`src/design/ipc_pkg.sv`:
```
// shared types, codes and constants for the irrigation pump controller
// no dependencies; used by every other file of the block except the assertion macros header
package ipc_pkg;

    // default values of the top-level parameters
    localparam int SAMPLES_PER_CYCLE_DEF = 3;
    localparam int LEVEL_CONFIRM_DEF     = 5;
    localparam int DRY_CONFIRM_DEF       = 3;
    localparam int ADC_BITS_DEF          = 12;

    // sensor thresholds and scaling
    localparam int WATER_PRESENT_BELOW = 500;
    localparam int WATER_ABSENT_ABOVE  = 3500;
    localparam int SOIL_WET            = 1000;
    localparam int FULL_SCALE          = 25600;

    // field widths
    localparam int HUM_W      = 15;
    localparam int DUR_W      = 20;
    localparam int TMR_W      = 16;
    localparam int CFG_IDX_W  = 3;
    localparam int CFG_DATA_W = 20;

    // register reset values
    localparam logic [HUM_W-1:0] THRESHOLD_RST  = 15'd17920;
    localparam logic [DUR_W-1:0] DURATION_RST   = 20'd60000;
    localparam logic [TMR_W-1:0] CYCLE_RST      = 16'd30000;
    localparam logic [TMR_W-1:0] SAMPLE_RST     = 16'd2000;
    localparam logic [TMR_W-1:0] WARMUP_RST     = 16'd500;
    localparam logic [TMR_W-1:0] LEVEL_RST      = 16'd250;
    localparam logic [TMR_W-1:0] DEDUP_RST      = 16'd60000;

    typedef enum logic [CFG_IDX_W-1:0] {
        REG_HUMIDITY_THRESHOLD = 3'd0,
        REG_PUMP_DURATION      = 3'd1,
        REG_CYCLE_INTERVAL     = 3'd2,
        REG_SAMPLE_INTERVAL    = 3'd3,
        REG_WARMUP             = 3'd4,
        REG_LEVEL_CHECK        = 3'd5,
        REG_EVENT_DEDUP        = 3'd6
    } reg_index_t;

    typedef enum logic [2:0] {
        EV_NONE     = 3'd0,
        EV_PUMP_ON  = 3'd1,
        EV_BLOCKED  = 3'd2,
        EV_OFF_DRY  = 3'd3,
        EV_OFF_DONE = 3'd4
    } event_t;

    typedef enum logic [1:0] {
        PH_IDLE   = 2'd0,
        PH_WARM   = 2'd1,
        PH_SAMPLE = 2'd2
    } phase_t;

    typedef struct packed {
        logic [HUM_W-1:0] humidity_threshold;
        logic [DUR_W-1:0] pump_duration_ms;
        logic [TMR_W-1:0] cycle_interval_ms;
        logic [TMR_W-1:0] sample_interval_ms;
        logic [TMR_W-1:0] warmup_ms;
        logic [TMR_W-1:0] level_check_ms;
        logic [TMR_W-1:0] event_holdoff_ms;
    } cfg_t;

    typedef struct packed {
        logic             pump_drive;
        logic             sensor_power;
        logic             water_ok;
        logic             watering_locked;
        event_t           event_code;
        logic             avg_valid;
        logic [HUM_W-1:0] humidity_avg;
    } result_t;

endpackage

```
`src/design/ipc_percent.sv`:
```
// soil reading to humidity percent times 256, clamped to full scale
// depends on ipc_pkg; division by the fixed span done as a reciprocal multiply
module ipc_percent #(
    parameter int ADC_BITS = ipc_pkg::ADC_BITS_DEF
) (
    input  logic [ADC_BITS-1:0]       soil,
    output logic [ipc_pkg::HUM_W-1:0] percent
);

    localparam int DRY   = (1 << ADC_BITS) - 1;
    localparam int SPAN  = (DRY > ipc_pkg::SOIL_WET) ? DRY - ipc_pkg::SOIL_WET : 1;
    localparam int SHIFT = 2 * ADC_BITS;
    // rounded-up reciprocal, exact for every distance below the span
    localparam longint unsigned MULT =
        ((longint'(ipc_pkg::FULL_SCALE) << SHIFT) + longint'(SPAN) - 1) / longint'(SPAN);
    localparam int MULT_W = $clog2(MULT + 1);
    localparam int PROD_W = ADC_BITS + MULT_W;

    logic [ADC_BITS-1:0] dry_gap;
    logic [PROD_W-1:0]   prod;

    assign dry_gap = ADC_BITS'(DRY) - soil;
    assign prod    = PROD_W'(dry_gap) * PROD_W'(MULT);

    always_comb
    begin
        if (32'(soil) >= DRY)
        begin
            percent = '0;
        end
        else if (32'(soil) <= ipc_pkg::SOIL_WET)
        begin
            percent = ipc_pkg::HUM_W'(ipc_pkg::FULL_SCALE);
        end
        else
        begin
            percent = prod[SHIFT +: ipc_pkg::HUM_W];
        end
    end

endmodule

```
`src/design/ipc_core.sv`:
```
// controller state and per-tick update: water confirm, pump run, sampling cycle
// depends on ipc_pkg; the step input advances the state by one tick
module ipc_core #(
    parameter int SAMPLES_PER_CYCLE = ipc_pkg::SAMPLES_PER_CYCLE_DEF,
    parameter int LEVEL_CONFIRM     = ipc_pkg::LEVEL_CONFIRM_DEF,
    parameter int DRY_CONFIRM       = ipc_pkg::DRY_CONFIRM_DEF,
    parameter int ADC_BITS          = ipc_pkg::ADC_BITS_DEF
) (
    input  logic                      clk,
    input  logic                      rst_n,
    input  logic                      step,
    input  ipc_pkg::cfg_t             cfg,
    input  logic [ADC_BITS-1:0]       water,
    input  logic [ipc_pkg::HUM_W-1:0] percent,
    output ipc_pkg::result_t          result
);

    localparam int TW      = ipc_pkg::TMR_W;
    localparam int DW      = ipc_pkg::DUR_W;
    localparam int HW      = ipc_pkg::HUM_W;
    localparam int SC_W    = $clog2(SAMPLES_PER_CYCLE + 1);
    localparam int DRY_W   = $clog2(DRY_CONFIRM + 1);
    localparam int CONF_W  = $clog2(LEVEL_CONFIRM + 1) + 1;
    localparam int SUM_MAX = SAMPLES_PER_CYCLE * ipc_pkg::FULL_SCALE;
    localparam int SUM_W   = $clog2(SUM_MAX + 1);
    localparam int AVG_SHIFT = $clog2(SUM_MAX * SAMPLES_PER_CYCLE + 1);
    localparam int AVG_MULT  = ((1 << AVG_SHIFT) + SAMPLES_PER_CYCLE - 1) / SAMPLES_PER_CYCLE;
    localparam int AVG_MW    = $clog2(AVG_MULT + 1);
    localparam int AVG_PW    = SUM_W + AVG_MW;

    localparam logic signed [CONF_W-1:0] CONF_MAX  = CONF_W'(LEVEL_CONFIRM);
    localparam logic signed [CONF_W-1:0] CONF_MIN  = CONF_W'(-LEVEL_CONFIRM);
    localparam logic signed [CONF_W-1:0] CONF_STEP = CONF_W'(1);

    function automatic logic [TW-1:0] inc_sat(input logic [TW-1:0] t);
        return (t == '1) ? t : t + TW'(1);
    endfunction

    logic [TW-1:0]            level_timer_reg, level_timer_next;
    logic signed [CONF_W-1:0] level_confirm_reg, level_confirm_next;
    logic                     water_flag_reg, water_flag_next;
    logic                     lock_flag_reg, lock_flag_next;
    logic                     pump_flag_reg, pump_flag_next;
    logic [DW-1:0]            pump_elapsed_reg, pump_elapsed_next;
    logic [TW-1:0]            pump_check_timer_reg, pump_check_timer_next;
    logic [DRY_W-1:0]         dry_count_reg, dry_count_next;
    ipc_pkg::phase_t          phase_reg, phase_next;
    logic [TW-1:0]            phase_timer_reg, phase_timer_next;
    logic                     first_cycle_reg, first_cycle_next;
    logic [SC_W-1:0]          sample_count_reg, sample_count_next;
    logic [SC_W-1:0]          below_count_reg, below_count_next;
    logic [SUM_W-1:0]         humidity_sum_reg, humidity_sum_next;
    ipc_pkg::event_t          last_event_reg, last_event_next;
    logic [TW-1:0]            dedup_timer_reg, dedup_timer_next;
    logic [HW-1:0]            last_average_reg, last_average_next;

    logic [TW-1:0]     dedup_raw;
    logic [DRY_W-1:0]  dry_inc;
    logic              stopped;
    logic              emit_on;
    ipc_pkg::event_t   emit_req;
    ipc_pkg::event_t   event_next;
    logic              avg_valid_next;
    logic [31:0]       water_wide;
    logic [AVG_PW-1:0] avg_prod;

    assign water_wide = 32'(water);
    assign dry_inc    = dry_count_reg + DRY_W'(1);
    assign dedup_raw  = inc_sat(dedup_timer_reg);

    always_comb
    begin
        level_timer_next      = inc_sat(level_timer_reg);
        phase_timer_next      = inc_sat(phase_timer_reg);
        dedup_timer_next      = dedup_raw;
        level_confirm_next    = level_confirm_reg;
        water_flag_next       = water_flag_reg;
        lock_flag_next        = lock_flag_reg;
        pump_flag_next        = pump_flag_reg;
        pump_elapsed_next     = pump_elapsed_reg;
        pump_check_timer_next = pump_check_timer_reg;
        dry_count_next        = dry_count_reg;
        phase_next            = phase_reg;
        first_cycle_next      = first_cycle_reg;
        sample_count_next     = sample_count_reg;
        below_count_next      = below_count_reg;
        humidity_sum_next     = humidity_sum_reg;
        last_event_next       = last_event_reg;
        event_next            = ipc_pkg::EV_NONE;
        emit_on               = 1'b0;
        emit_req              = ipc_pkg::EV_NONE;
        stopped               = 1'b0;
        avg_valid_next        = 1'b0;

        // water level confirm with dead band
        if (level_timer_next >= cfg.level_check_ms)
        begin
            level_timer_next = '0;
            if (water_wide < ipc_pkg::WATER_PRESENT_BELOW)
            begin
                if (level_confirm_next < 0)
                    level_confirm_next = '0;
                if (level_confirm_next < CONF_MAX)
                    level_confirm_next = level_confirm_next + CONF_STEP;
                if (level_confirm_next >= CONF_MAX)
                    water_flag_next = 1'b1;
            end
            else if (water_wide > ipc_pkg::WATER_ABSENT_ABOVE)
            begin
                if (level_confirm_next > 0)
                    level_confirm_next = '0;
                if (level_confirm_next > CONF_MIN)
                    level_confirm_next = level_confirm_next - CONF_STEP;
                if (level_confirm_next <= CONF_MIN)
                    water_flag_next = 1'b0;
            end
            if (!water_flag_next)
                lock_flag_next = 1'b1;
            if (!water_flag_reg && water_flag_next)
                lock_flag_next = 1'b0;
        end

        if (pump_flag_reg)
        begin
            pump_check_timer_next = inc_sat(pump_check_timer_reg);
            pump_elapsed_next = (pump_elapsed_reg == '1) ? pump_elapsed_reg
                                                         : pump_elapsed_reg + DW'(1);
            if (pump_check_timer_next >= cfg.level_check_ms)
            begin
                pump_check_timer_next = '0;
                if (water_wide > ipc_pkg::WATER_ABSENT_ABOVE)
                begin
                    if (dry_inc >= DRY_W'(DRY_CONFIRM))
                    begin
                        dry_count_next = '0;
                        pump_flag_next = 1'b0;
                        lock_flag_next = 1'b1;
                        emit_on        = 1'b1;
                        emit_req       = ipc_pkg::EV_OFF_DRY;
                        stopped        = 1'b1;
                    end
                    else
                    begin
                        dry_count_next = dry_inc;
                    end
                end
                else
                begin
                    dry_count_next = '0;
                end
            end
            if (!stopped && pump_elapsed_next >= cfg.pump_duration_ms)
            begin
                dry_count_next = '0;
                pump_flag_next = 1'b0;
                emit_on        = 1'b1;
                emit_req       = ipc_pkg::EV_OFF_DONE;
            end
        end
        else
        begin
            // power up, warm up, then sample; zero intervals fall straight through
            if (phase_next == ipc_pkg::PH_IDLE &&
                (first_cycle_reg || phase_timer_next >= cfg.cycle_interval_ms))
            begin
                first_cycle_next  = 1'b0;
                phase_next        = ipc_pkg::PH_WARM;
                phase_timer_next  = '0;
                sample_count_next = '0;
                below_count_next  = '0;
                humidity_sum_next = '0;
            end
            if (phase_next == ipc_pkg::PH_WARM && phase_timer_next >= cfg.warmup_ms)
            begin
                phase_next       = ipc_pkg::PH_SAMPLE;
                phase_timer_next = '0;
            end
            if (phase_next == ipc_pkg::PH_SAMPLE &&
                phase_timer_next >= cfg.sample_interval_ms)
            begin
                phase_timer_next  = '0;
                humidity_sum_next = humidity_sum_next + SUM_W'(percent);
                if (percent < cfg.humidity_threshold)
                    below_count_next = below_count_next + SC_W'(1);
                sample_count_next = sample_count_next + SC_W'(1);
                if (sample_count_next >= SC_W'(SAMPLES_PER_CYCLE))
                begin
                    avg_valid_next = 1'b1;
                    phase_next     = ipc_pkg::PH_IDLE;
                    if (below_count_next == SC_W'(SAMPLES_PER_CYCLE))
                    begin
                        emit_on = 1'b1;
                        if (!lock_flag_next && water_flag_next)
                        begin
                            dry_count_next        = '0;
                            pump_check_timer_next = '0;
                            pump_elapsed_next     = '0;
                            pump_flag_next        = 1'b1;
                            emit_req              = ipc_pkg::EV_PUMP_ON;
                        end
                        else if (!lock_flag_next)
                        begin
                            emit_req = ipc_pkg::EV_PUMP_ON;
                        end
                        else
                        begin
                            emit_req = ipc_pkg::EV_BLOCKED;
                        end
                    end
                end
            end
        end

        // repeat of the last event is dropped during the cooldown
        if (emit_on)
        begin
            if (!(emit_req == last_event_reg && dedup_raw < cfg.event_holdoff_ms))
            begin
                event_next       = emit_req;
                last_event_next  = emit_req;
                dedup_timer_next = '0;
            end
        end
    end

    // mean of the cycle by reciprocal multiply
    assign avg_prod = AVG_PW'(humidity_sum_next) * AVG_PW'(AVG_MULT);

    always_comb
    begin
        last_average_next = avg_valid_next ? avg_prod[AVG_SHIFT +: HW] : last_average_reg;
    end

    always_comb
    begin
        result.pump_drive      = pump_flag_next;
        result.sensor_power    = (phase_next != ipc_pkg::PH_IDLE);
        result.water_ok        = water_flag_next;
        result.watering_locked = lock_flag_next;
        result.event_code      = event_next;
        result.avg_valid       = avg_valid_next;
        result.humidity_avg    = last_average_next;
    end

    always_ff @(posedge clk or negedge rst_n)
    begin
        if (!rst_n)
        begin
            level_timer_reg      <= '0;
            level_confirm_reg    <= '0;
            water_flag_reg       <= 1'b0;
            lock_flag_reg        <= 1'b1;
            pump_flag_reg        <= 1'b0;
            pump_elapsed_reg     <= '0;
            pump_check_timer_reg <= '0;
            dry_count_reg        <= '0;
            phase_reg            <= ipc_pkg::PH_IDLE;
            phase_timer_reg      <= '0;
            first_cycle_reg      <= 1'b1;
            sample_count_reg     <= '0;
            below_count_reg      <= '0;
            humidity_sum_reg     <= '0;
            last_event_reg       <= ipc_pkg::EV_NONE;
            dedup_timer_reg      <= '0;
            last_average_reg     <= '0;
        end
        else if (step)
        begin
            level_timer_reg      <= level_timer_next;
            level_confirm_reg    <= level_confirm_next;
            water_flag_reg       <= water_flag_next;
            lock_flag_reg        <= lock_flag_next;
            pump_flag_reg        <= pump_flag_next;
            pump_elapsed_reg     <= pump_elapsed_next;
            pump_check_timer_reg <= pump_check_timer_next;
            dry_count_reg        <= dry_count_next;
            phase_reg            <= phase_next;
            phase_timer_reg      <= phase_timer_next;
            first_cycle_reg      <= first_cycle_next;
            sample_count_reg     <= sample_count_next;
            below_count_reg      <= below_count_next;
            humidity_sum_reg     <= humidity_sum_next;
            last_event_reg       <= last_event_next;
            dedup_timer_reg      <= dedup_timer_next;
            last_average_reg     <= last_average_next;
        end
    end

endmodule

```
`src/design/irrigation_pump_controller.sv`:
```
// top level of the irrigation pump controller: handshakes, registers, datapath
// depends on ipc_pkg, ipc_percent and ipc_core
//
// Each request carries one millisecond tick with the water-level and soil readings and
// produces exactly one result. A new request is taken on every clock cycle unless a
// stalled result holds the flow: the soil reading is scaled to percent (one constant
// multiply) into an input register, the controller state then advances by one tick
// while the result lands in the output register, and the sustained rate is one tick
// per cycle while results are taken. The rate is set by the tick update between the
// input and the result register (counter compares plus the constant multiply for the
// cycle mean). The output register holds a result until it is taken, while an empty
// input register still accepts one more request. Registers are written through the
// plain write port and must only be written while no tick is in flight.
module irrigation_pump_controller #(
    parameter int SAMPLES_PER_CYCLE = ipc_pkg::SAMPLES_PER_CYCLE_DEF,
    parameter int LEVEL_CONFIRM     = ipc_pkg::LEVEL_CONFIRM_DEF,
    parameter int DRY_CONFIRM       = ipc_pkg::DRY_CONFIRM_DEF,
    parameter int ADC_BITS          = ipc_pkg::ADC_BITS_DEF
) (
    input  logic                           clk,
    input  logic                           rst_n,
    input  logic                           cfg_write,
    input  logic [ipc_pkg::CFG_IDX_W-1:0]  cfg_index,
    input  logic [ipc_pkg::CFG_DATA_W-1:0] cfg_data,
    input  logic                           item_valid,
    output logic                           item_ready,
    input  logic [ADC_BITS-1:0]            water_adc,
    input  logic [ADC_BITS-1:0]            soil_adc,
    output logic                           result_valid,
    input  logic                           result_ready,
    output logic                           pump_drive,
    output logic                           sensor_power,
    output logic                           water_ok,
    output logic                           watering_locked,
    output logic [2:0]                     event_code,
    output logic                           avg_valid,
    output logic [ipc_pkg::HUM_W-1:0]      humidity_avg
);

    ipc_pkg::cfg_t    cfg_reg;
    logic             s1_valid_reg;
    logic [ADC_BITS-1:0]       s1_water_reg;
    logic [ipc_pkg::HUM_W-1:0] s1_percent_reg;
    logic [ipc_pkg::HUM_W-1:0] percent_in;
    logic             result_valid_reg;
    ipc_pkg::result_t result_reg;
    ipc_pkg::result_t result_next;
    logic             advance;
    logic             item_take;

    assign advance    = s1_valid_reg && (!result_valid_reg || result_ready);
    assign item_ready = !s1_valid_reg || advance;
    assign item_take  = item_valid && item_ready;

    // configuration registers
    always_ff @(posedge clk or negedge rst_n)
    begin
        if (!rst_n)
        begin
            cfg_reg.humidity_threshold <= ipc_pkg::THRESHOLD_RST;
            cfg_reg.pump_duration_ms   <= ipc_pkg::DURATION_RST;
            cfg_reg.cycle_interval_ms  <= ipc_pkg::CYCLE_RST;
            cfg_reg.sample_interval_ms <= ipc_pkg::SAMPLE_RST;
            cfg_reg.warmup_ms          <= ipc_pkg::WARMUP_RST;
            cfg_reg.level_check_ms     <= ipc_pkg::LEVEL_RST;
            cfg_reg.event_holdoff_ms   <= ipc_pkg::DEDUP_RST;
        end
        else if (cfg_write)
        begin
            unique case (cfg_index)
                ipc_pkg::REG_HUMIDITY_THRESHOLD:
                    cfg_reg.humidity_threshold <= cfg_data[ipc_pkg::HUM_W-1:0];
                ipc_pkg::REG_PUMP_DURATION:
                    cfg_reg.pump_duration_ms <= cfg_data[ipc_pkg::DUR_W-1:0];
                ipc_pkg::REG_CYCLE_INTERVAL:
                    cfg_reg.cycle_interval_ms <= cfg_data[ipc_pkg::TMR_W-1:0];
                ipc_pkg::REG_SAMPLE_INTERVAL:
                    cfg_reg.sample_interval_ms <= cfg_data[ipc_pkg::TMR_W-1:0];
                ipc_pkg::REG_WARMUP:
                    cfg_reg.warmup_ms <= cfg_data[ipc_pkg::TMR_W-1:0];
                ipc_pkg::REG_LEVEL_CHECK:
                    cfg_reg.level_check_ms <= cfg_data[ipc_pkg::TMR_W-1:0];
                ipc_pkg::REG_EVENT_DEDUP:
                    cfg_reg.event_holdoff_ms <= cfg_data[ipc_pkg::TMR_W-1:0];
                default:
                begin
                end
            endcase
        end
    end

    ipc_percent #(
        .ADC_BITS (ADC_BITS)
    ) u_percent (
        .soil    (soil_adc),
        .percent (percent_in)
    );

    // input register
    always_ff @(posedge clk or negedge rst_n)
    begin
        if (!rst_n)
            s1_valid_reg <= 1'b0;
        else if (item_take)
            s1_valid_reg <= 1'b1;
        else if (advance)
            s1_valid_reg <= 1'b0;
    end

    always_ff @(posedge clk)
    begin
        if (item_take)
        begin
            s1_water_reg   <= water_adc;
            s1_percent_reg <= percent_in;
        end
    end

    ipc_core #(
        .SAMPLES_PER_CYCLE (SAMPLES_PER_CYCLE),
        .LEVEL_CONFIRM     (LEVEL_CONFIRM),
        .DRY_CONFIRM       (DRY_CONFIRM),
        .ADC_BITS          (ADC_BITS)
    ) u_core (
        .clk     (clk),
        .rst_n   (rst_n),
        .step    (advance),
        .cfg     (cfg_reg),
        .water   (s1_water_reg),
        .percent (s1_percent_reg),
        .result  (result_next)
    );

    // result register
    always_ff @(posedge clk or negedge rst_n)
    begin
        if (!rst_n)
            result_valid_reg <= 1'b0;
        else if (advance)
            result_valid_reg <= 1'b1;
        else if (result_ready)
            result_valid_reg <= 1'b0;
    end

    always_ff @(posedge clk)
    begin
        if (advance)
            result_reg <= result_next;
    end

    assign result_valid    = result_valid_reg;
    assign pump_drive      = result_reg.pump_drive;
    assign sensor_power    = result_reg.sensor_power;
    assign water_ok        = result_reg.water_ok;
    assign watering_locked = result_reg.watering_locked;
    assign event_code      = result_reg.event_code;
    assign avg_valid       = result_reg.avg_valid;
    assign humidity_avg    = result_reg.humidity_avg;

endmodule

```
`config.mk`:
```
export PLATFORM = sky130hd
export DESIGN_NAME = irrigation_pump_controller
export DESIGN_NICKNAME = d
export VERILOG_FILES = /design/src/design/ipc_pkg.sv /design/src/design/ipc_percent.sv /design/src/design/ipc_core.sv /design/src/design/irrigation_pump_controller.sv
export SDC_FILE = /design/constraint.sdc
export NUM_CORES = 1
export LEC_CHECK = 0
export ABC_AREA = 1
export ABC_CLOCK_PERIOD_IN_PS = 13050
export BUFFER_PORTS_ARGS = -buffer_cell sky130_fd_sc_hd__buf_2
export CAP_MARGIN = 20
export CORE_ASPECT_RATIO = 1.1
export CORE_MARGIN = 1.5
export CORE_UTILIZATION = 50
export CTS_BUF_LIST = sky130_fd_sc_hd__clkbuf_4 sky130_fd_sc_hd__clkbuf_8
export DETAILED_ROUTE_END_ITERATION = 6
export GPL_TIMING_DRIVEN = 1
export PLACE_DENSITY = 0.69
export SYNTH_ARGS = -nofsm -noshare
export SYNTH_HDL_FRONTEND = slang
export SYNTH_SLANG_ARGS = --single-unit
```
`constraint.sdc`:
```
create_clock -name clk -period 13.05 [get_ports clk]
set_input_delay 1.305 -clock clk [delete_from_list [all_inputs] [get_ports clk]]
set_output_delay 1.305 -clock clk [all_outputs]
set_load 0.005 [all_outputs]
```
==> results by group, run 1 <==
Setup path
  • Crit Path Class: flop to flop
  • Critical Path End Type: flop
  • Crit-path slowest cell: fa_1
  • Crit path DAT: 12330 ps
  • Top cell by count, worst path: inv_1
  • CP peak stage delay: 550 ps
  • Critical R2R Launch: u_core.phase_timer_reg[2]$_DFFE_PN0P_
  • Critical path required time: 13410 ps
  • Terminus of the critical flop-to-flop path: humidity_avg[9]$_DFFE_PP_
  • CP max FO: 32
  • Nature of the critical path startpoint: flop
  • Reg2Reg Setup Slack: about 1100 ps
  • Reg2Reg Depth: 60

Cells and area
  • Share of post-route cells with drive strength above 1: 8.336%
  • Area grow syn2layout: 8.786%
  • NumNets Final: 4271
  • ANT cells: 0
  • Fin area: 31080 µm²
  • Most frequent cells in the layout: inv_1, nand2_1, ha_1, o21ai_0, dfrtp_1
  • Largest register FFs: roughly 120
  • Commonest non-fill, non-tap cell in the layout: inv_1

Synth
  • Synth Warn #: 0
  • Synthesized cell area: 28570 µm²
  • Avg Inst Size Synth: 8.025 µm²
  • Yosys cell types: 63
  • Asr flop ratio synth: between 80% and 90%
  • Synth Register Bits: 302
  • Syn Inst Count: 3560
  • Main synth FF type: dfrtp_1
  • Register area share after synthesis: 27.52%
  • Number of synthesized flops with an enable pin: 50
  • Net Count, Synth: 4182

Global route
  • Overall Global Routing Usage: 24.89%
  • Initial antenna violation count: 1
  • Grt met3 use: 3.647%
  • Gr busiest metal: met2
  • Routing usage on met1: 35.46%
  • GRT overflow: 0
  • Largest net degree at the start of global routing: 112
  • Vias in the first global route: between 20000 and 25000
  • First-pass GRT wire length: 116200 µm
  • Met2 global-route usage: 39.67%

Floorplanning
  • Core Rows: 91
  • Die extent in y: 253.7 µm
  • Die W: 230.9 µm
  • Initial Util: 50.79%
  • Io pins: 77
  • Placeable Area: 56250 µm²
  • DIE AREA: 58580 µm²

Clock network
  • H-tree levels: 2
  • CTS tree: yes
  • CTS clk-pin slew, worst paths: 60 ps
  • Clock Latency Late Sink: 670 ps
  • Clk sink count: 302
  • Num CTS Buffers: 54
  • Hold buffers post-CTS: 0
  • Longest Clk Path Bufs: 3
  • CTS root buffer: clkbuf_8

Route
  • Vias per cell: 5.253
  • Routed wire length: 71610 µm
  • DR vias: 23320
  • Routed length per instance: 16.13 µm
  • Drc violations: 0
  • Initial DRC Count: 1762
  • TritonRoute pass-1 iters: 6
  • Final ANT Viol Nets: 0

Place
  • I/O Buffers: 76
  • Placed cell areas: approximately 30000 µm²
  • Post-DP HPWL: roughly 57000 µm
  • Gp weighted congestion: slightly below 1

Timing
  • Final Setup Violations: 0
  • Max_slew headroom: 34.56%
  • Min cycle time layout: between 10000 and 15000 ps
  • Crit share post-route: 91.68%
  • Final TNS setup: 0 ps
  • Final Max Tran Viols: 0
  • Clock skew: 41.24 ps
  • RSZ-0062 raised after global routing: false
  • Worst-margin pin slew: slightly below 1000 ps
  • Max Fclk: 83.58 MHz
  • Final Hold Viols: 0

Hold path
  • Hold Crit Class: flop to flop
  • Min-delay src: u_core.last_average_reg[2]$_DFFE_PN0P_
  • Hold Path Depth: 2
  • Hold EP: u_core.last_average_reg[2]$_DFFE_PN0P_

Run status
  • Status: finished, final reports clean

Run
  • Max_cap viols: 0
==> worst max-delay path, delay by kind of cell (launching register included) <==
kind	cells	cell delay (ps)
simple gates	25	3720
compound gates	12	1980
fa+ha+maj	10	4030
flops	1	380
buf+inv	12	1080
xor+xnor	1	430
==> per-stage QoR <==
stage,hold WS [ps],instances,worst slack [ps],util (%)
floorplan,432.7,3560,1576,-
global placement,463.0,4332,778.8,52.89
detailed placement,466.7,4332,508.9,52.89
CTS,482.9,4434,463.5,55.10
global route,496.8,4439,7.476,55.25
finish,481.4,4439,1086,55.25
==> final cells by class <==
| type | count | area [µm²] |
|---|---|---|
| clock buffer | 84 | 1050 |
| clock inverter | 18 | 196.4 |
| fill | 5321 | 25170 |
| tap | 744 | 930.9 |
| sequential | 302 | 7863 |
| multi-input combinational | 2423 | 17580 |
| timing repair buffer | 95 | 548.0 |
| inverter | 773 | 2913 |
==> worst max-delay path by stage <==
| stage | start | endpoint | slack, ps | cells after the start |
|---|---|---|---|---|
| after floorplan | u_core.phase_timer_reg[2]$_DFFE_PN0P_ | humidity_avg[7]$_DFFE_PP_ | 1580 | 69 |
| after global placement | u_core.phase_timer_reg[2]$_DFFE_PN0P_ | humidity_avg[7]$_DFFE_PP_ | 780 | 64 |
| after detailed placement | u_core.phase_timer_reg[2]$_DFFE_PN0P_ | humidity_avg[11]$_DFFE_PP_ | 510 | 65 |
| after CTS | u_core.phase_timer_reg[2]$_DFFE_PN0P_ | humidity_avg[11]$_DFFE_PP_ | 460 | 65 |
| after global routing | u_core.phase_timer_reg[2]$_DFFE_PN0P_ | humidity_avg[14]$_DFFE_PP_ | 7 | 62 |
| final | u_core.phase_timer_reg[2]$_DFFE_PN0P_ | humidity_avg[9]$_DFFE_PP_ | 1090 | 60 |
==> metal layers <==
layer,routed length (µm),share of wire (%)
met1,33840,47
met2,32160,45
met3,3830,5.3
met4,1779,2.5
met5,0,0
==> timing repair <==
| action | 4_1_cts | 5_1_grt |
|---|---|---|
| endpoints found under the setup margin | 0 | 30 |
| setup buffers | 0 | 2 |
| resized for setup | 0 | 20 |
==> cells in the mapped netlist, types with 4 or more instances <==
| master | count | area share [%] |
|---|---|---|
| o211ai_1 | 14 | 0.37 |
| o21ai_0 | 271 | 4.7 |
| a21oi_1 | 201 | 3.5 |
| a22oi_1 | 16 | 0.42 |
| nor4_1 | 22 | 0.48 |
| nand2_2 | 6 | 0.13 |
| nand3_1 | 121 | 2.1 |
| a21o_1 | 9 | 0.24 |
| inv_2 | 8 | 0.11 |
| nand4_1 | 39 | 0.85 |
| nand2_1 | 675 | 8.9 |
| a31oi_1 | 32 | 0.70 |
| inv_1 | 765 | 10 |
| nand3_2 | 11 | 0.39 |
| buf_1 | 6 | 0.079 |
| o21bai_1 | 11 | 0.29 |
| o21ai_1 | 5 | 0.088 |
| clkbuf_1 | 52 | 0.68 |
| nor3_1 | 61 | 1.1 |
| xor2_1 | 58 | 1.8 |
| and3_1 | 4 | 0.088 |
| nand3b_1 | 6 | 0.16 |
| ha_1 | 390 | 17 |
| xnor2_1 | 15 | 0.46 |
| o31ai_1 | 5 | 0.13 |
| or2_2 | 8 | 0.18 |
| fa_1 | 180 | 13 |
| edfxtp_1 | 50 | 5.3 |
| nor2_2 | 4 | 0.088 |
| dfstp_2 | 44 | 4.0 |
| nor2_1 | 200 | 2.6 |
| dfrtp_1 | 208 | 18 |
| o22ai_1 | 7 | 0.15 |
| nand2_4 | 5 | 0.20 |
==> cell families (layout without fill, tap and decap cells) <==
logic type	count (synthesis)	in the layout	synth area share (%)
and+or+nand+nor	1173	1174	17.72
buffers and inverters	836	970	11.06
AOI/OAI and AO/OA	603	603	11.64
adders and majority gates	570	570	29.70
DFF	302	302	27.52
xor gates and xnor gates	74	74	2.295
muxes	2	2	0.07008
Power of run 1 is left out: the tool's default activity adds up to more than one toggle a clock period on the data nets, which glitch-free logic cannot reach.
==> run 2: changes to the inputs <==
--- a/config.mk
+++ b/config.mk
@@ -18,4 +18,5 @@
 export PLACE_DENSITY = 0.69
 export SYNTH_ARGS = -nofsm -noshare
 export SYNTH_HDL_FRONTEND = slang
+export SYNTH_HIERARCHICAL = 1
 export SYNTH_SLANG_ARGS = --single-unit
==> run 2 against run 1 <==
The run now ends with DRC left. Die area is 3.2% higher. Clock skew is 11 ps higher. Register-to-register slack worse by 50 ps. Global-route usage is 1.2 points higher.
==> results by group, run 2 <==
Synth
  • Combinational family with the most area after synthesis: adder cells
  • Yosys top cell area share: 17.64% (-0.58 points)
  • Avg Inst Size Synth: 7.728 µm² (-3.7%)
  • Syn Inst Count: 3817 (+7.2%)
  • Yosys cell types: 61 (-3.2%)
  • Register area share after synthesis: 26.65% (-0.87 points)
  • Asr flop ratio synth: 83.44% (unchanged)
  • Net Count, Synth: 4437 (+6.1%)
  • Yosys top cell by area: dfrtp_1
  • Synth top cells by count: nand2_1, inv_1, ha_1, nor2_1, nand3_1
  • Mux contribution to synthesized area: 0% (-0.070 points)
  • Cell with the most instances after synthesis: nand2_1
  • Post-synthesis compound-gate area fraction: 8.708% (-2.9 points)
  • Synth Area in Adders: 28.65% (-1.0 points)
  • Synth Warn #: 6 (+6)
  • Synth Area in Simple Gates: 22.92% (+5.2 points)
  • Number of synthesized flops with an enable pin: 50 (unchanged)
  • XOR/XNOR share of the synthesized area: 2.163% (-0.13 points)
  • Synth Register Bits: 302 (unchanged)
  • Synthesized cell area: 29500 µm² (+3.3%)
  • Main synth FF type: dfrtp_1
  • Top post-synthesis cells by area: dfrtp_1, ha_1, fa_1

Route
  • Drc violations: 7 (+7)
  • Vias per cell: 5.228 (-0.47%)
  • Routed wire length: 76460 µm (+6.8%)
  • Routed length per instance: 16.21 µm (+0.49%)
  • Final ANT Viol Nets: 0 (unchanged)
  • TritonRoute pass-1 iters: 7 (+1)
  • Initial DRC Count: 1593 (-9.6%)
  • DR vias: 24660 (+5.7%)

Clock network
  • Hold buffers post-CTS: 0 (unchanged)
  • CTS clk-pin slew, worst paths: 60 ps (about the same)
  • Clk sink count: 302 (unchanged)
  • Num CTS Buffers: 56 (+3.7%)
  • Clock Latency Late Sink: 700 ps (+30 ps)
  • H-tree levels: 2 (unchanged)
  • CTS root buffer: clkbuf_8
  • CTS tree: yes
  • Longest Clk Path Bufs: 3 (unchanged)

Cells and area
  • Commonest non-fill, non-tap cell in the layout: nand2_1
  • Area grow syn2layout: 8.962%
  • NumNets Final: 4528 (+6.0%)
  • Fillcell total: 5526 (+3.9%)
  • Largest register FFs: 115 (unchanged)
  • Share of post-route cells with drive strength above 1: 8.723% (+0.39 points)
  • Most frequent cells in the layout: nand2_1, inv_1, ha_1, nor2_1, nand3_1

Global route
  • First-pass GRT wire length: 125500 µm (+8.0%)
  • Grt met3 use: 3.832% (+0.18 points)
  • Vias in the first global route: 24080 (+6.9%)
  • Initial antenna violation count: 2 (+1)
  • Met2 global-route usage: 41.69% (+2.0 points)
  • GRT overflow: 0 (unchanged)
  • Largest net degree at the start of global routing: 144 (+29%)
  • Overall Global Routing Usage: 26.12% (+1.2 points)
  • Gr busiest metal: met2
  • Routing usage on met1: 36.87% (+1.4 points)

Setup path
  • Nature of the critical path startpoint: flop
  • Reg2Reg Setup Slack: 1040 ps (-50 ps)
  • Reg2Reg Depth: 66 (+10%)
  • Terminus of the critical flop-to-flop path: humidity_avg[13]$_DFFE_PP_
  • Crit path DAT: 12450 ps (+120 ps)
  • Crit Path Class: flop to flop
  • Top cell by count, worst path: inv_1
  • CP max FO: 13 (-59%)
  • Critical Path End Type: flop
  • CP peak stage delay: 530 ps (-20 ps)
  • Critical path required time: 13480 ps (+70 ps)
  • Critical R2R Launch: u_core/phase_timer_reg[0]$_DFFE_PN0P_
  • Crit-path slowest cell: fa_1

Floorplanning
  • DIE AREA: 60470 µm² (+3.2%)
  • Die W: 234.6 µm (+1.6%)
  • Core Rows: 93 (+2.2%)
  • Initial Util: 50.50% (-0.29 points)
  • Die extent in y: 257.8 µm (+1.6%)
  • Placeable Area: 58410 µm² (+3.9%)
  • Io pins: 77 (unchanged)

Place
  • Gp weighted congestion: 0.9990 (+3.4%)
  • I/O Buffers: 76 (unchanged)
  • Post-DP HPWL: 60250 µm (+5.8%)

Timing
  • Crit share post-route: 92.07% (+0.39 points)
  • Final Setup Violations: 0 (unchanged)
  • Worst-margin pin slew: 1075 ps (+94.51 ps)
  • Final TNS setup: 0 ps (unchanged)
  • Final Max Tran Viols: 0 (unchanged)
  • Max Fclk: 83.23 MHz (-0.42%)
  • Max_slew headroom: 28.06% (-6.5 points)
  • Min cycle time layout: 12010 ps (+50.95 ps)
  • RSZ-0062 raised after global routing: false
  • Clock skew: 52.28 ps (+11.04 ps)
  • Final Hold Viols: 0 (unchanged)

Run status
  • Status: finished, violations left
  • Violated checks: DRC

Hold path
  • Hold EP: cfg_reg[85]$_DFFE_PN1P_
  • Hold Crit Class: flop to flop
  • Min-delay src: cfg_reg[85]$_DFFE_PN1P_
  • Hold Path Depth: 2 (unchanged)

Run
  • Max_cap viols: 0 (unchanged)
## run 2: changes by cell type after synthesis, moves of 23 or more
| cell | before | now |
|---|---|---|
| nor2_1 | 200 | 252 |
| a31oi_1 | 32 | 9 |
| a21oi_1 | 201 | 176 |
| nand2_1 | 675 | 906 |
| nand3_1 | 121 | 222 |
| o21ai_0 | 271 | 162 |
## run 2: routing by layer
layer	vias up	wire (µm)
met5	-	0
met4	0	1979
met3	126	4484
met2	662	34850
met1	11550	35140
li1	12320	-
## run 2: final cells by class
| type | instances | area [µm²] | area share (%) |
|---|---|---|---|
| diodes | 1 | 2.502 | 0.007785 |
| clock buffers | 78 | 992.2 | 3.087 |
| clock inverters | 27 | 257.7 | 0.8019 |
| inverters | 764 | 2879 | 8.957 |
| multi-input cells | 2675 | 18500 | 57.56 |
| flip-flops and latches | 302 | 7863 | 24.46 |
| well taps | 760 | 950.9 | 2.958 |
| repair buffers | 108 | 688.2 | 2.141 |
| repair inverters | 1 | 7.507 | 0.02336 |
## run 2: kinds of logic (layout without fill, tap and decap cells)
group	Yosys count	count (layout)
DFF	302	302
AOI/OAI and AO/OA	454	454
xor gates and xnor gates	72	72
and+or+nand+nor	1581	1581
buffers and inverters	840	978
other	0	1
adders and majority gates	568	568
## run 2: metrics by stage
stage	hold slack, ps	worst slack (ps)	util [%]	area (µm²)	instances
2_1_floorplan	441.5	1129	-	29500	3817
3_3_place_gp	450.5	201.2	52.51	30670	4597
3_5_place_dp	453.2	25.92	52.56	30700	4598
4_1_cts	463.2	30.21	54.70	31950	4703
5_1_grt	477.6	36.30	55.03	32140	4716
6_report	463.3	1035	55.03	32140	4716
## run 2: worst max path at each step
stage                                           from                          to  depth (start not counted)
3_5_place_dp   u_core/phase_timer_reg[4]$_DFFE_PN0P_   humidity_avg[7]$_DFFE_PP_                         66
5_1_grt        u_core/phase_timer_reg[0]$_DFFE_PN0P_   humidity_avg[7]$_DFFE_PP_                         65
3_3_place_gp   u_core/phase_timer_reg[4]$_DFFE_PN0P_   humidity_avg[7]$_DFFE_PP_                         65
4_1_cts        u_core/phase_timer_reg[4]$_DFFE_PN0P_   humidity_avg[7]$_DFFE_PP_                         68
6_report       u_core/phase_timer_reg[0]$_DFFE_PN0P_  humidity_avg[13]$_DFFE_PP_                         66
2_1_floorplan  u_core/phase_timer_reg[4]$_DFFE_PN0P_   humidity_avg[7]$_DFFE_PP_                         73
## run 2: critical path: cells and delay by family (launching register included)
family,cells,cell delay (ps)
compound gates,10,1620
xor+xnor,1,220
fa+ha+maj,11,4460
buf+inv,17,1770
flops,1,410
simple gates,27,3280
## run 2: what timing repair did
action	CTS	global route
setup endpoints to repair	0	30
buffers inserted	0	9
gates resized for setup	0	19
Power of run 2 is left out for the same reason.
==> run 3: changes to the inputs <==
--- a/config.mk
+++ b/config.mk
@@ -6,16 +6,17 @@
 export NUM_CORES = 1
 export LEC_CHECK = 0
 export ABC_AREA = 1
-export ABC_CLOCK_PERIOD_IN_PS = 13050
+export ABC_CLOCK_PERIOD_IN_PS = 10300
 export BUFFER_PORTS_ARGS = -buffer_cell sky130_fd_sc_hd__buf_2
 export CAP_MARGIN = 20
 export CORE_ASPECT_RATIO = 1.1
 export CORE_MARGIN = 1.5
 export CORE_UTILIZATION = 50
 export CTS_BUF_LIST = sky130_fd_sc_hd__clkbuf_4 sky130_fd_sc_hd__clkbuf_8
+export CTS_CLUSTER_DIAMETER = 40
 export DETAILED_ROUTE_END_ITERATION = 6
 export GPL_TIMING_DRIVEN = 1
-export PLACE_DENSITY = 0.69
+export PLACE_DENSITY = 0.72
 export SYNTH_ARGS = -nofsm -noshare
 export SYNTH_HDL_FRONTEND = slang
 export SYNTH_HIERARCHICAL = 1
==> constraint.sdc (replaced) <==
create_clock -name clk -period 10.3 [get_ports clk]
set_input_delay 1.03 -clock clk [delete_from_list [all_inputs] [get_ports clk]]
set_output_delay 1.03 -clock clk [all_outputs]
set_load 0.005 [all_outputs]
==> run 3 against run 2 <==
The run ends with DRC, setup timing left. Worst hold slack got worse by 62 ps. Non-clock buffer count rose by 253. Routed wire length rose by 6.9%. Final cell count rose by 5.5%. Sequential share of layout area fell by 2.4 points. Die area did not move.
==> results by group, run 3 (synthesized netlist as in run 2, its figures left out) <==
Timing
  • Final Max Tran Viols: 0 (unchanged)
  • Max_slew headroom: 33.77% (+5.7 points)
  • Worst-margin pin slew: 987.3 ps (-87.79 ps)
  • Max Fclk: 94.35 MHz (+13%)
  • RSZ-0062 raised after global routing: true
  • Final Setup Violations: 29 (+29)
  • Final Hold Viols: 0 (unchanged)
  • Final worst slack: -298.8 ps (-1334 ps)
  • Clock skew: 29.44 ps (-22.85 ps)
  • Crit share post-route: 102.9% (+11 points)
  • Min cycle time layout: 10600 ps (-1416 ps)

Global route
  • Overall Global Routing Usage: 26.85% (+0.73 points)
  • First-pass GRT wire length: 130200 µm (+3.7%)
  • Initial antenna violation count: 0 (-2)
  • Largest net degree at the start of global routing: 123 (-15%)
  • Vias in the first global route: 26260 (+9.0%)
  • GRT overflow: 0 (unchanged)

Floorplanning
  • DIE AREA: 60470 µm² (unchanged)
  • Initial Util: 50.50% (unchanged)
  • Core Rows: 93 (unchanged)
  • Die W: 234.6 µm (unchanged)
  • Die extent in y: 257.8 µm (unchanged)
  • Io pins: 77 (unchanged)
  • Placeable Area: 58410 µm² (unchanged)

Route
  • DR vias: 26160 (+6.1%)
  • Final ANT Viol Nets: 0 (unchanged)
  • Routed wire length: 81700 µm (+6.9%)
  • Routed length per instance: 16.42 µm (+1.3%)
  • TritonRoute pass-1 iters: 7 (unchanged)
  • Vias per cell: 5.259 (+0.59%)
  • Initial DRC Count: 1766 (+11%)
  • Drc violations: 7 (unchanged)

Cells and area
  • Final core occ: 60.93% (+5.9 points)
  • Largest register FFs: 115 (unchanged)
  • Share of post-route cells with drive strength above 1: 20.47% (+12 points)
  • ANT cells: 0 (-1)
  • NumNets Final: 4785 (+5.7%)
  • Commonest non-fill, non-tap cell in the layout: nand2_1
  • Most frequent cells in the layout: nand2_1, inv_1, ha_1, buf_4, nor2_1
  • Area grow syn2layout: 20.64%

Place
  • Gp weighted congestion: 0.9476 (-5.1%)
  • I/O Buffers: 76 (unchanged)
  • Post-DP HPWL: 62320 µm (+3.4%)

Setup path
  • CP max FO: 7 (-6)
  • Critical path required time: 10700 ps (-2780 ps)
  • Critical Path End Type: flop
  • Crit path DAT: 11000 ps (-1450 ps)
  • CP peak stage delay: 540 ps (about the same)
  • Top cell by count, worst path: inv_2
  • Crit-path slowest cell: fa_1
  • Critical R2R Launch: u_core/phase_timer_reg[1]$_DFFE_PN0P_
  • Nature of the critical path startpoint: flop
  • Crit Path Class: flop to flop
  • Worst Setup SP: u_core/phase_timer_reg[1]$_DFFE_PN0P_

Run
  • Max_cap viols: 0 (unchanged)

Clock network
  • Longest Clk Path Bufs: 3 (unchanged)
  • CTS clk-pin slew, worst paths: 70 ps (about the same)
  • CTS tree: yes
  • Clk sink count: 302 (unchanged)
  • Clock Latency Late Sink: 660 ps (-40 ps)
  • Num CTS Buffers: 59 (+5.4%)
  • H-tree levels: 2 (unchanged)
  • CTS root buffer: clkbuf_8
  • Hold buffers post-CTS: 0 (unchanged)

Hold path
  • Hold Crit Class: input port to asynchronous set/reset pin

Run status
  • Status: finished, violations left
  • Violated checks: DRC, setup timing
run 3: cell types whose count changed in the layout (fill, tap and decap cells not counted), moves of 26 or more:
cell / delta
buf_4: +239
nand2_1: -29
ha_1: -48
nor2_1: -36
ha_4: +44
inv_2: +33
nor2_2: +26
o21ai_0: -36
inv_1: -33
run 3: path summary, 6_finish.rpt:
path / end / slack [ps] / depth (start not counted)
max: humidity_avg[13]$_DFFE_PP_ / -300 / 59
min: u_core/pump_check_timer_reg[14]$_DFFE_PN0P_ / 400 / 1
max reg2reg: humidity_avg[13]$_DFFE_PP_ / -300 / 59
min reg2reg: cfg_reg[77]$_DFFE_PN1P_ / 460 / 2
max in group asynchronous: cfg_reg[32]$_DFFE_PN0P_ / 7630 / 3
min in group clk: cfg_reg[77]$_DFFE_PN1P_ / 460 / 2
run 3: cell type report:
| cell class | instances | area (µm²) |
|---|---|---|
| timing repair buffer | 361 | 2635 |
| multi-input combinational | 2675 | 19930 |
| clock inverter | 29 | 245.2 |
| clock buffer | 82 | 1054 |
| tap | 760 | 950.9 |
| inverter | 764 | 2893 |
| fill | 5029 | 22820 |
| timing repair inverter | 2 | 23.77 |
| sequential | 302 | 7863 |
run 3: metal layers:
| layer | GRT usage, % | part of all wire (%) |
|---|---|---|
| met1 | 35.19 | 43 |
| met4 | 9.820 | 3.7 |
| met2 | 45.28 | 48 |
| met5 | 0 | 0 |
| met3 | 3.390 | 5.5 |
run 3: worst max-delay path: cells and delay by family, from the launching register on:
kind	cells	cell delay [ps]
xor gates and xnor gates	1	180
and+or+nand+nor	26	3120
buffers and inverters	14	1220
AOI/OAI and AO/OA	8	1440
adders and majority gates	10	3960
DFF	1	390
run 3: timing repair:
item                       CTS  global route
pin swaps                   63           117
gates cloned                 2             0
setup buffers               31            36
gates resized for setup     98           200
setup endpoints to repair   29            30
run 3: stage by stage:
stage / hold slack (ps) / instance area, µm² / setup TNS (ps) / worst slack (ps) / instances
6_report: 401.6 / 35590 / -4338 / -298.8 / 4975
3_3_place_gp: 450.5 / 32400 / -649.4 / -110.4 / 4791
5_1_grt: 469.2 / 35590 / -19620 / -808.9 / 4975
2_1_floorplan: 441.5 / 29850 / 0 / 1.810 / 3817
4_1_cts: 461.9 / 34460 / -53.88 / -25.90 / 4938
3_5_place_dp: 452.5 / 32450 / -6041 / -317.0 / 4794
Power of run 3 is left out for the same reason.
